===== src/sv/hcbd_pkg.sv =====
// Package for the HTTP chunked body decoder: phase type, result kinds,
// byte codes and the hex digit decoder. No dependencies.
`timescale 1ns / 1ps
`default_nettype none

package hcbd_pkg;

    localparam int COUNT_BITS_DEF = 31;
    localparam int HEX_BITS       = 4;

    localparam logic [7:0] BYTE_CR    = 8'd13;
    localparam logic [7:0] BYTE_LF    = 8'd10;
    localparam logic [7:0] BYTE_COLON = 8'd58;

    localparam logic [2:0] KIND_BODY        = 3'd0;
    localparam logic [2:0] KIND_TRAILER     = 3'd1;
    localparam logic [2:0] KIND_LINE_END    = 3'd2;
    localparam logic [2:0] KIND_COMPLETE    = 3'd3;
    localparam logic [2:0] KIND_SIZE_ERR    = 3'd4;
    localparam logic [2:0] KIND_TRAILER_ERR = 3'd5;

    typedef enum logic [3:0] {
        PH_SIZE,
        PH_SIZE_LF,
        PH_DATA,
        PH_DATA_CR,
        PH_DATA_LF,
        PH_TRL,
        PH_TRL_LF,
        PH_END_LF,
        PH_DONE,
        PH_ERR
    } t_phase;

    // Returns {is_digit, value}.
    function automatic logic [HEX_BITS:0] hex_decode(input logic [7:0] b);
        logic [HEX_BITS:0] r;
        r = '0;
        if (b >= 8'd48 && b <= 8'd57) begin
            r = {1'b1, 4'(b - 8'd48)};
        end else if (b >= 8'd65 && b <= 8'd70) begin
            r = {1'b1, 4'(b - 8'd55)};
        end else if (b >= 8'd97 && b <= 8'd102) begin
            r = {1'b1, 4'(b - 8'd87)};
        end
        return r;
    endfunction

endpackage

`default_nettype wire


===== src/sv/http_chunked_body_decoder_core.sv =====
// An accepted item passes through the input register and then the result register; a stalled output holds both.
// Throughput: one item per cycle while the output is not stalled; the single decode stage between the input
// register and the result register updates the phase state for each item it passes on.
// Items that yield no result simply leave the pipeline without an output.
// Reset (i_rst_n low, synchronous) empties both registers and returns the
// decoder to reading a chunk size line.
`timescale 1ns / 1ps
`default_nettype none

module http_chunked_body_decoder_core
    import hcbd_pkg::*;
#(
    parameter int COUNT_BITS = COUNT_BITS_DEF
) (
    input  wire logic       i_clk,
    input  wire logic       i_rst_n,
    input  wire logic       i_in_valid,
    output logic            o_in_ready,
    input  wire logic [7:0] i_in_byte,
    input  wire logic       i_restart,
    output logic            o_out_valid,
    input  wire logic       i_out_ready,
    output logic [7:0]      o_out_byte,
    output logic [2:0]      o_kind
);

    logic                    r_s0_valid;
    logic [7:0]              r_s0_byte;
    logic                    r_s0_restart;

    t_phase                  r_phase, n_phase, cur_phase;
    logic [COUNT_BITS-1:0]   r_rem, n_rem, cur_rem;
    logic                    r_digit, n_digit, cur_digit;
    logic                    r_colon, n_colon, cur_colon;
    logic                    r_nonempty, n_nonempty, cur_nonempty;

    logic                    r_out_valid;
    logic [7:0]              r_out_byte;
    logic [2:0]              r_out_kind;

    logic                    out_free;
    logic                    fire;
    logic                    emit;
    logic [7:0]              emit_byte;
    logic [2:0]              emit_kind;
    logic [HEX_BITS:0]       hex;
    logic                    overflow;

    assign out_free   = !r_out_valid || i_out_ready;
    assign fire       = r_s0_valid && out_free;
    assign o_in_ready = !r_s0_valid || out_free;

    assign cur_phase    = r_s0_restart ? PH_SIZE : r_phase;
    assign cur_rem      = r_s0_restart ? '0 : r_rem;
    assign cur_digit    = r_s0_restart ? 1'b0 : r_digit;
    assign cur_colon    = r_s0_restart ? 1'b0 : r_colon;
    assign cur_nonempty = r_s0_restart ? 1'b0 : r_nonempty;

    assign hex      = hex_decode(r_s0_byte);
    assign overflow = |cur_rem[COUNT_BITS-1 -: HEX_BITS];

    always_comb begin
        n_phase    = cur_phase;
        n_rem      = cur_rem;
        n_digit    = cur_digit;
        n_colon    = cur_colon;
        n_nonempty = cur_nonempty;
        case (cur_phase)
            PH_SIZE: begin
                if (r_s0_byte == BYTE_CR) begin
                    n_phase = PH_SIZE_LF;
                end else if (!hex[HEX_BITS] || overflow) begin
                    n_phase = PH_ERR;
                end else begin
                    n_rem   = {cur_rem[COUNT_BITS-HEX_BITS-1:0], hex[HEX_BITS-1:0]};
                    n_digit = 1'b1;
                end
            end
            PH_SIZE_LF: begin
                if (r_s0_byte != BYTE_LF || !cur_digit) begin
                    n_phase = PH_ERR;
                end else begin
                    n_digit = 1'b0;
                    if (cur_rem != '0) begin
                        n_phase = PH_DATA;
                    end else begin
                        n_phase    = PH_TRL;
                        n_colon    = 1'b0;
                        n_nonempty = 1'b0;
                    end
                end
            end
            PH_DATA: begin
                n_rem = cur_rem - COUNT_BITS'(1);
                if (cur_rem == COUNT_BITS'(1)) begin
                    n_phase = PH_DATA_CR;
                end
            end
            PH_DATA_CR: begin
                n_phase = (r_s0_byte == BYTE_CR) ? PH_DATA_LF : PH_ERR;
            end
            PH_DATA_LF: begin
                if (r_s0_byte != BYTE_LF) begin
                    n_phase = PH_ERR;
                end else begin
                    n_phase = PH_SIZE;
                    n_rem   = '0;
                    n_digit = 1'b0;
                end
            end
            PH_TRL: begin
                if (r_s0_byte == BYTE_CR) begin
                    if (!cur_nonempty) begin
                        n_phase = PH_END_LF;
                    end else if (!cur_colon) begin
                        n_phase = PH_ERR;
                    end else begin
                        n_phase = PH_TRL_LF;
                    end
                end else if (r_s0_byte == BYTE_COLON && !cur_colon && !cur_nonempty) begin
                    n_phase = PH_ERR;
                end else begin
                    if (r_s0_byte == BYTE_COLON) begin
                        n_colon = 1'b1;
                    end
                    n_nonempty = 1'b1;
                end
            end
            PH_TRL_LF: begin
                if (r_s0_byte != BYTE_LF) begin
                    n_phase = PH_ERR;
                end else begin
                    n_phase    = PH_TRL;
                    n_colon    = 1'b0;
                    n_nonempty = 1'b0;
                end
            end
            PH_END_LF: begin
                n_phase = (r_s0_byte == BYTE_LF) ? PH_DONE : PH_ERR;
            end
            default: begin
                n_phase = cur_phase;
            end
        endcase
    end

    always_comb begin
        emit      = 1'b0;
        emit_byte = '0;
        emit_kind = KIND_BODY;
        case (cur_phase)
            PH_SIZE: begin
                if (r_s0_byte != BYTE_CR && (!hex[HEX_BITS] || overflow)) begin
                    emit      = 1'b1;
                    emit_kind = KIND_SIZE_ERR;
                end
            end
            PH_SIZE_LF: begin
                if (r_s0_byte != BYTE_LF || !cur_digit) begin
                    emit      = 1'b1;
                    emit_kind = KIND_SIZE_ERR;
                end
            end
            PH_DATA: begin
                emit      = 1'b1;
                emit_byte = r_s0_byte;
                emit_kind = KIND_BODY;
            end
            PH_DATA_CR: begin
                if (r_s0_byte != BYTE_CR) begin
                    emit      = 1'b1;
                    emit_kind = KIND_SIZE_ERR;
                end
            end
            PH_DATA_LF: begin
                if (r_s0_byte != BYTE_LF) begin
                    emit      = 1'b1;
                    emit_kind = KIND_SIZE_ERR;
                end
            end
            PH_TRL: begin
                if (r_s0_byte == BYTE_CR) begin
                    if (cur_nonempty && !cur_colon) begin
                        emit      = 1'b1;
                        emit_kind = KIND_TRAILER_ERR;
                    end
                end else if (r_s0_byte == BYTE_COLON && !cur_colon && !cur_nonempty) begin
                    emit      = 1'b1;
                    emit_kind = KIND_TRAILER_ERR;
                end else begin
                    emit      = 1'b1;
                    emit_byte = r_s0_byte;
                    emit_kind = KIND_TRAILER;
                end
            end
            PH_TRL_LF: begin
                emit      = 1'b1;
                emit_kind = (r_s0_byte == BYTE_LF) ? KIND_LINE_END : KIND_TRAILER_ERR;
            end
            PH_END_LF: begin
                emit      = 1'b1;
                emit_kind = (r_s0_byte == BYTE_LF) ? KIND_COMPLETE : KIND_TRAILER_ERR;
            end
            default: begin
                emit = 1'b0;
            end
        endcase
    end

    always_ff @(posedge i_clk) begin
        if (!i_rst_n) begin
            r_s0_valid <= 1'b0;
        end else if (o_in_ready) begin
            r_s0_valid <= i_in_valid;
        end
    end

    always_ff @(posedge i_clk) begin
        if (o_in_ready && i_in_valid) begin
            r_s0_byte    <= i_in_byte;
            r_s0_restart <= i_restart;
        end
    end

    always_ff @(posedge i_clk) begin
        if (!i_rst_n) begin
            r_phase    <= PH_SIZE;
            r_rem      <= '0;
            r_digit    <= 1'b0;
            r_colon    <= 1'b0;
            r_nonempty <= 1'b0;
        end else if (fire) begin
            r_phase    <= n_phase;
            r_rem      <= n_rem;
            r_digit    <= n_digit;
            r_colon    <= n_colon;
            r_nonempty <= n_nonempty;
        end
    end

    always_ff @(posedge i_clk) begin
        if (!i_rst_n) begin
            r_out_valid <= 1'b0;
        end else if (out_free) begin
            r_out_valid <= fire && emit;
        end
    end

    always_ff @(posedge i_clk) begin
        if (fire && emit) begin
            r_out_byte <= emit_byte;
            r_out_kind <= emit_kind;
        end
    end

    assign o_out_valid = r_out_valid;
    assign o_out_byte  = r_out_byte;
    assign o_kind      = r_out_kind;

endmodule

`default_nettype wire


===== config.mk =====
export PLATFORM = sky130hd
export DESIGN_NAME = http_chunked_body_decoder_core
export DESIGN_NICKNAME = d
export VERILOG_FILES = /design/src/sv/hcbd_pkg.sv /design/src/sv/http_chunked_body_decoder_core.sv
export SDC_FILE = /design/constraint.sdc
export NUM_CORES = 1
export LEC_CHECK = 0
export ABC_AREA = 0
export BUFFER_PORTS_ARGS = -buffer_cell sky130_fd_sc_hd__buf_2
export CORE_MARGIN = 2
export CORE_UTILIZATION = 45
export CTS_CLUSTER_DIAMETER = 120
export DETAILED_ROUTE_END_ITERATION = 8
export SETUP_SLACK_MARGIN = 0.5
export SYNTH_ARGS = -nofsm -noshare
export SYNTH_HDL_FRONTEND = slang
export SYNTH_SLANG_ARGS = --single-unit

===== constraint.sdc =====
create_clock -name i_clk -period 3.75 [get_ports i_clk]
set_input_delay 0.1875 -clock i_clk [delete_from_list [all_inputs] [get_ports i_clk]]
set_output_delay 0.1875 -clock i_clk [all_outputs]
set_load 0.1 [all_outputs]

# After elaboration in Yosys (flattened, before gate mapping)
# Index checks and enable logic that the tools add are counted.
[totals] regBits=60 in_bits=13 out_inout_bits=13 wordCells=122
[classes] add_sub_neg=4 magnitude_cmp=6 eq_ne=13 n_mux=64 reduce_logical=24
[ops] operator="two-way mux 31 bit" count=4
[ops] operator="case mux 31 bit (3 select lines)" count=1
[ops] operator="two-way mux 4 bit" count=12
[ops] operator="case mux 4 bit (8 select lines)" count=1
[ops] operator="equality test 31 x 1 -> 1 bit (second input constant)" count=1
[ops] operator="nonzero test 31 bit" count=1
[ops] operator="subtractor 31 x 1 -> 31 bit (second input constant)" count=1
[ops] operator="two-way mux 3 bit" count=10
[ops] operator="two-way mux 1 bit" count=25
[ops] operator="case mux 3 bit (7 select lines)" count=1
[ops] operator="equality test 4 x 3 -> 1 bit (second input constant)" count=4
[ops] operator="equality test 8 x 4 -> 1 bit (second input constant)" count=2
[ops] operator="greater-or-equal comparator 8 x 7 -> 1 bit (second input constant)" count=2
[ops] operator="less-or-equal comparator 8 x 7 -> 1 bit (second input constant)" count=2
[ops] operator="two-way mux 8 bit" count=2
[ops] operator="!= test 8 x 4 -> 1 bit (second input constant)" count=2
[ops] operator="case mux 8 bit (2 select lines)" count=1
[ops] operator="two-way mux 5 bit" count=3
[ops] operator="logical AND 1 bit" count=10
[ops] operator="case mux 1 bit (3 select lines)" count=3
[ops] operator="equality test 4 x 2 -> 1 bit (second input constant)" count=2
[ops] operator="equality test 8 x 6 -> 1 bit (second input constant)" count=1
[ops] operator="greater-or-equal comparator 8 x 6 -> 1 bit (second input constant)" count=1
[ops] operator="less-or-equal comparator 8 x 6 -> 1 bit (second input constant)" count=1
[ops] operator="other kinds (9)" count=18

# Logic depth before layout (Yosys ltp)
[logic_depth] ltp_word=11 mapped_depth=12 mapped_depth_nobuf=9

# Least setup slack after synthesis
# Ideal clock, no wire load.
[synth_path] path_type="register to register" start="reg r_s0_byte[0]" end="reg r_out_kind[0], in the netlist o_kind[0] (enable)" setup_time_ps=386 arrival_ps=2373 required_time_ps=3364 setup_slack_ps=991 stages_incl_launch_ff=9 path_buffers=0 period_less_slack_ps=2759 path_cell_list="edfxtp_1 -> inv_1 -> ha_1 -> inv_1 -> o311ai_2 -> a21oi_1 -> o21ai_0 -> nand2_1 -> a31oi_1"
[synth_via] elab_chain_cells=11 elab_cells_between_ends=26 classes_between="6 x order compare; 3 x eq/ne; 9 x mux; 8 x reduce/logical"
[synth_rtl] item="start, declared" line="http_chunked_body_decoder_core.sv:28" rtl="logic [7:0] r_s0_byte;"
[synth_rtl] item="start signal, assigned" line="http_chunked_body_decoder_core.sv:220" rtl="r_s0_byte <= i_in_byte;"
[synth_rtl] item="greater-or-equal comparator 8 x 7 -> 1 bit or less-or-equal comparator 8 x 7 -> 1 bit (tied branches)" line="hcbd_pkg.sv:43" rtl="end else if (b >= 8'd97 && b <= 8'd102) begin"
[synth_rtl] item="logical AND 1 bit" line="hcbd_pkg.sv:43"
[synth_rtl] item="two-way mux 5 bit" line="hcbd_pkg.sv:43"
[synth_rtl] item="two-way mux 5 bit" line="hcbd_pkg.sv:41" rtl="end else if (b >= 8'd65 && b <= 8'd70) begin"
[synth_rtl] item="two-way mux 5 bit" line="hcbd_pkg.sv:39" rtl="if (b >= 8'd48 && b <= 8'd57) begin"
[synth_rtl] item="zero test 1 bit" line="http_chunked_body_decoder_core.sv:153" rtl="if (r_s0_byte != BYTE_CR && (!hex[HEX_BITS] || overflow)) begin"
[synth_rtl] item="logical OR 1 bit" line="http_chunked_body_decoder_core.sv:153"
[synth_rtl] item="logical AND 1 bit" line="http_chunked_body_decoder_core.sv:153"
[synth_rtl] item="two-way mux 1 bit" line="http_chunked_body_decoder_core.sv:153"
[synth_rtl] item="case mux 1 bit (6 select lines) *" line="http_chunked_body_decoder_core.sv:151" rtl="case (cur_phase)"
[synth_rtl] item="logical AND 1 bit *" line="http_chunked_body_decoder_core.sv:250" rtl="if (fire && emit) begin"
[synth_rtl] item="end signal, assigned" line="http_chunked_body_decoder_core.sv:252" rtl="r_out_kind <= emit_kind;"
[synth_rtl] item="end, declared" line="http_chunked_body_decoder_core.sv:39" rtl="logic [2:0] r_out_kind;"
# Every way passes the cells marked *; elsewhere a longest branch is shown, timed or not.
# A chain may end at the register's enable or synchronous reset.

# Worst setup path after layout
[layout_path] start="reg r_s0_restart" end="reg r_out_byte[0], in the netlist o_out_byte[0] (enable)"
[layout_via] elab_chain_cells=7 elab_cells_between_ends=27 classes_between="7 x eq/ne; 10 x mux; 10 x reduce/logical"
[layout_rtl] item="start, declared" line="http_chunked_body_decoder_core.sv:29" rtl="logic r_s0_restart;"
[layout_rtl] item="start signal, assigned" line="http_chunked_body_decoder_core.sv:221" rtl="r_s0_restart <= i_restart;"
[layout_rtl] item="two-way mux 31 bit or two-way mux 1 bit (tied branches)" line="http_chunked_body_decoder_core.sv:54, http_chunked_body_decoder_core.sv:56"
[layout_rtl] item="OR reduction 4 bit or zero test 1 bit (tied branches)" line="http_chunked_body_decoder_core.sv:60, http_chunked_body_decoder_core.sv:183"
[layout_rtl] item="logical OR 1 bit or logical AND 1 bit (tied branches)" line="http_chunked_body_decoder_core.sv:153, http_chunked_body_decoder_core.sv:183"
[layout_rtl] item="logical AND 1 bit or two-way mux 1 bit (tied branches)" line="http_chunked_body_decoder_core.sv:153, http_chunked_body_decoder_core.sv:183"
[layout_rtl] item="two-way mux 1 bit (on tied branches)" line="http_chunked_body_decoder_core.sv:153, http_chunked_body_decoder_core.sv:182"
[layout_rtl] item="case mux 1 bit (6 select lines) *" line="http_chunked_body_decoder_core.sv:151"
[layout_rtl] item="logical AND 1 bit *" line="http_chunked_body_decoder_core.sv:250"
[layout_rtl] item="end signal, assigned" line="http_chunked_body_decoder_core.sv:251" rtl="r_out_byte <= emit_byte;"
[layout_rtl] item="end, declared" line="http_chunked_body_decoder_core.sv:38" rtl="logic [7:0] r_out_byte;"
# Marked as above.

==> impl_metrics.toml <==
[sta]
min_period_over_period = 0.7663
setup_slack_ns = 0.8763
rsz0062_at_grt = "no"
setup_viol = 0
fin_skew_ns = 0.009899
finalCriticalPeriod_ns = 2.874
drv_slew = 0
slew_headroom = 0.4254
hold_violations = 0
worst_slew_pin_slew_ns = 0.8567
max_freq_mhz = 348.0
tns_ns = 0

[setup_path]
reg2reg_slack_ns = 0.88
path_class = "flop to flop"
r2r_end = "o_out_byte[0]$_DFFE_PP_"
cp-start-kind = "flop"
reg2reg_depth = 7
cp_max_fo = 16
cp.required_ns = 3.80
end_kind = "flop"
crit-reg2reg-launch = "r_s0_restart$_DFFE_PP_"
cp.arrival_ns = 2.93

[synthesis]
synth_seq_cells = 60
syn_area_um2 = 4099
synth_enable_flop_cells = 20
syn_inst = 514
seq_area_frac_synth = 0.3419
yosys-top-cells-count = "47 x nand2_1, 47 x nor2_1, 44 x a21oi_1"
async_reset_ff_frac = 0
syn_area_per_cell_um2 = 7.975
synth_top_area_frac = 0.1954
ys.flop_type = "dfxtp_1"
post-synth-top-area-cell = "dfxtp_1"
synth_area_leaders = "dfxtp_1 20%, edfxtp_1 15%, a21oi_1 5.4%"
yosysUniqueCellTypes = 74
yosysWarnings = 0
syn-num-nets = 533

[finish]
area_delta_synth_final_pct = 10.32
fin_util = 0.5160
antennaDiodeCount = 0
drive_gt1_frac = 0.1410
final-instance-count-excl-fill = 640
final_nets = 546

[pwr]
p_leak_nw = 1.538
peakVddDrop_uv = 190.3
power_density_nw_per_um2 = 389.3

[cts]
cts_root_buf = "clkbuf_8"
clock-sinks = 60
insertion_delay_ns = 0.35
cts_buffers = 9
htree_levels = 3
path_clk_slew_ns = 0.07
cts.path.max_buffers = 2
cts_tree = "yes"

[routing]
drc = 0
drt-total-wl_um = 12840
avgViaCountPerCell = 6.722
postRouteAntennaNets = 0
post_drt_wl_per_cell_um = 20.07
drt_first_pass_iters = 6
drt-initial-drc-count = 380
vias = 4302

[global_route]
grt_antenna_before_repair = 0
overflow = 0
grt_first_pass_wirelength_um = 20890
grt_pass1_vias = 3961
grt_start_max_net_pins = 33
grt_usage = 0.2654

[hold_path]
hp-class = "primary input to flop"
min_to = "r_s0_byte[1]$_DFFE_PP_"
hold_start = "i_in_byte[1]"
holdPathStages = 1

[place]
place_inst = 622
hpwl_um = 8739
io_buffer_count = 25
place_ws_ns = 0.9935
place.gp.congestion = 0.9433

[floorplan]
dieArea_um2 = 9888
die_w_um = 99.44
die_h_um = 99.44
start_util = 0.4677
io_pins = 26
num_rows = 34
core_area_um2 = 8763

[flow_run]
drv_cap = 0

[status]
status = "finished, final reports clean"
flip-flops by register name, indices dropped and copies added (netlist names):
register / flops
o_out_valid: 1
r_phase: 4
r_rem: 31
o_kind: 3
r_digit: 1
r_s0_byte: 8
r_nonempty: 1
r_colon: 1
r_s0_restart: 1
o_out_byte: 8
r_s0_valid: 1
where the power goes:
part	total (mW)	internal, mW	switching, mW	leakage (nW)
Combinational	0.417	0.131	0.286	0.933
Sequential	0.739	0.701	0.0385	0.510
Clock	0.604	0.310	0.294	0.0958
area by class of cell:
class / instances / area, um^2
clock buffers: 9 / 123.9
clock inverters: 7 / 76.32
fillers: 824 / 4242
inverters: 13 / 48.80
multi-input cells: 402 / 2486
flip-flops and latches: 60 / 1401
well taps: 108 / 135.1
repair buffers: 41 / 250.2
worst max path at each step:
stage | from | to | cells past startpoint
after floorplan | r_s0_byte[0]$_DFFE_PP_ | o_kind[0]$_DFFE_PP_ | 8
after global placement | r_s0_restart$_DFFE_PP_ | o_out_byte[5]$_DFFE_PP_ | 7
after detailed placement | r_s0_byte[3]$_DFFE_PP_ | r_rem[16]$_SDFFE_PN0P_ | 7
after CTS | r_s0_restart$_DFFE_PP_ | o_out_byte[1]$_DFFE_PP_ | 7
after global routing | r_s0_byte[3]$_DFFE_PP_ | r_rem[16]$_SDFFE_PN0P_ | 7
final | r_s0_restart$_DFFE_PP_ | o_out_byte[0]$_DFFE_PP_ | 7
critical path, stage by stage, from the launching register on:
cell,delay [ns]
edfxtp_1,0.63
buf_4,0.27
a21oi_1,0.53
a21oi_1,0.29
o21ai_0,0.26
nand2_1,0.15
a31oi_1,0.20
buf_4,0.22
layout by cell type, fill, tap and decap left out, drive strengths merged, types with 6 or more instances in the layout:
| cell type | count |
|---|---|
| nor4 | 10 |
| dfxtp | 40 |
| nor2b | 11 |
| inv | 13 |
| ha | 6 |
| nand2 | 48 |
| and2 | 7 |
| a31oi | 17 |
| o221ai | 8 |
| edfxtp | 20 |
| nor3 | 22 |
| buf | 39 |
| nand4 | 8 |
| nand3 | 14 |
| xnor2 | 8 |
| o211ai | 6 |
| o21ai | 40 |
| clkbuf | 9 |
| nor2 | 47 |
| a22oi | 7 |
| a21oi | 44 |
| and3 | 7 |
layer usage:
metal | GRT usage | wire length, um
met5 | 0 | 0
met4 | 0.08430 | 234
met3 | 0.05833 | 1326
met2 | 0.3867 | 5590
met1 | 0.3904 | 5692
metrics by stage:
step	hold slack, ns	power [mW]	cell area, um^2
6_report	0.009147	1.761	4522
5_1_grt	0.0003112	1.834	4522
4_1_cts	0.003375	1.758	4512
3_5_place_dp	0.3656	1.158	4302
3_3_place_gp	0.3641	1.160	4302
2_1_floorplan	0.2864	1.057	4099
kinds of logic (layout without fill, tap and decap cells):
| family | after synthesis | in the layout | synth area share |
|---|---|---|---|
| AO/OA/AOI/OAI | 184 | 184 | 0.3043 |
| AND/OR/NAND/NOR | 197 | 197 | 0.2491 |
| buffers and inverters | 52 | 70 | 0.05159 |
| multiplexers | 6 | 6 | 0.01557 |
| flip-flops | 60 | 60 | 0.3419 |
| XOR/XNOR | 9 | 9 | 0.01923 |
| adder cells (fa/ha/maj) | 6 | 6 | 0.01831 |
repair_timing:
item                      CTS  global route
hold buffers                1             1
gates resized for setup     0             0
buffers inserted            0             0
hold endpoints to repair    1             1
(Power assumes the default switching activity.)
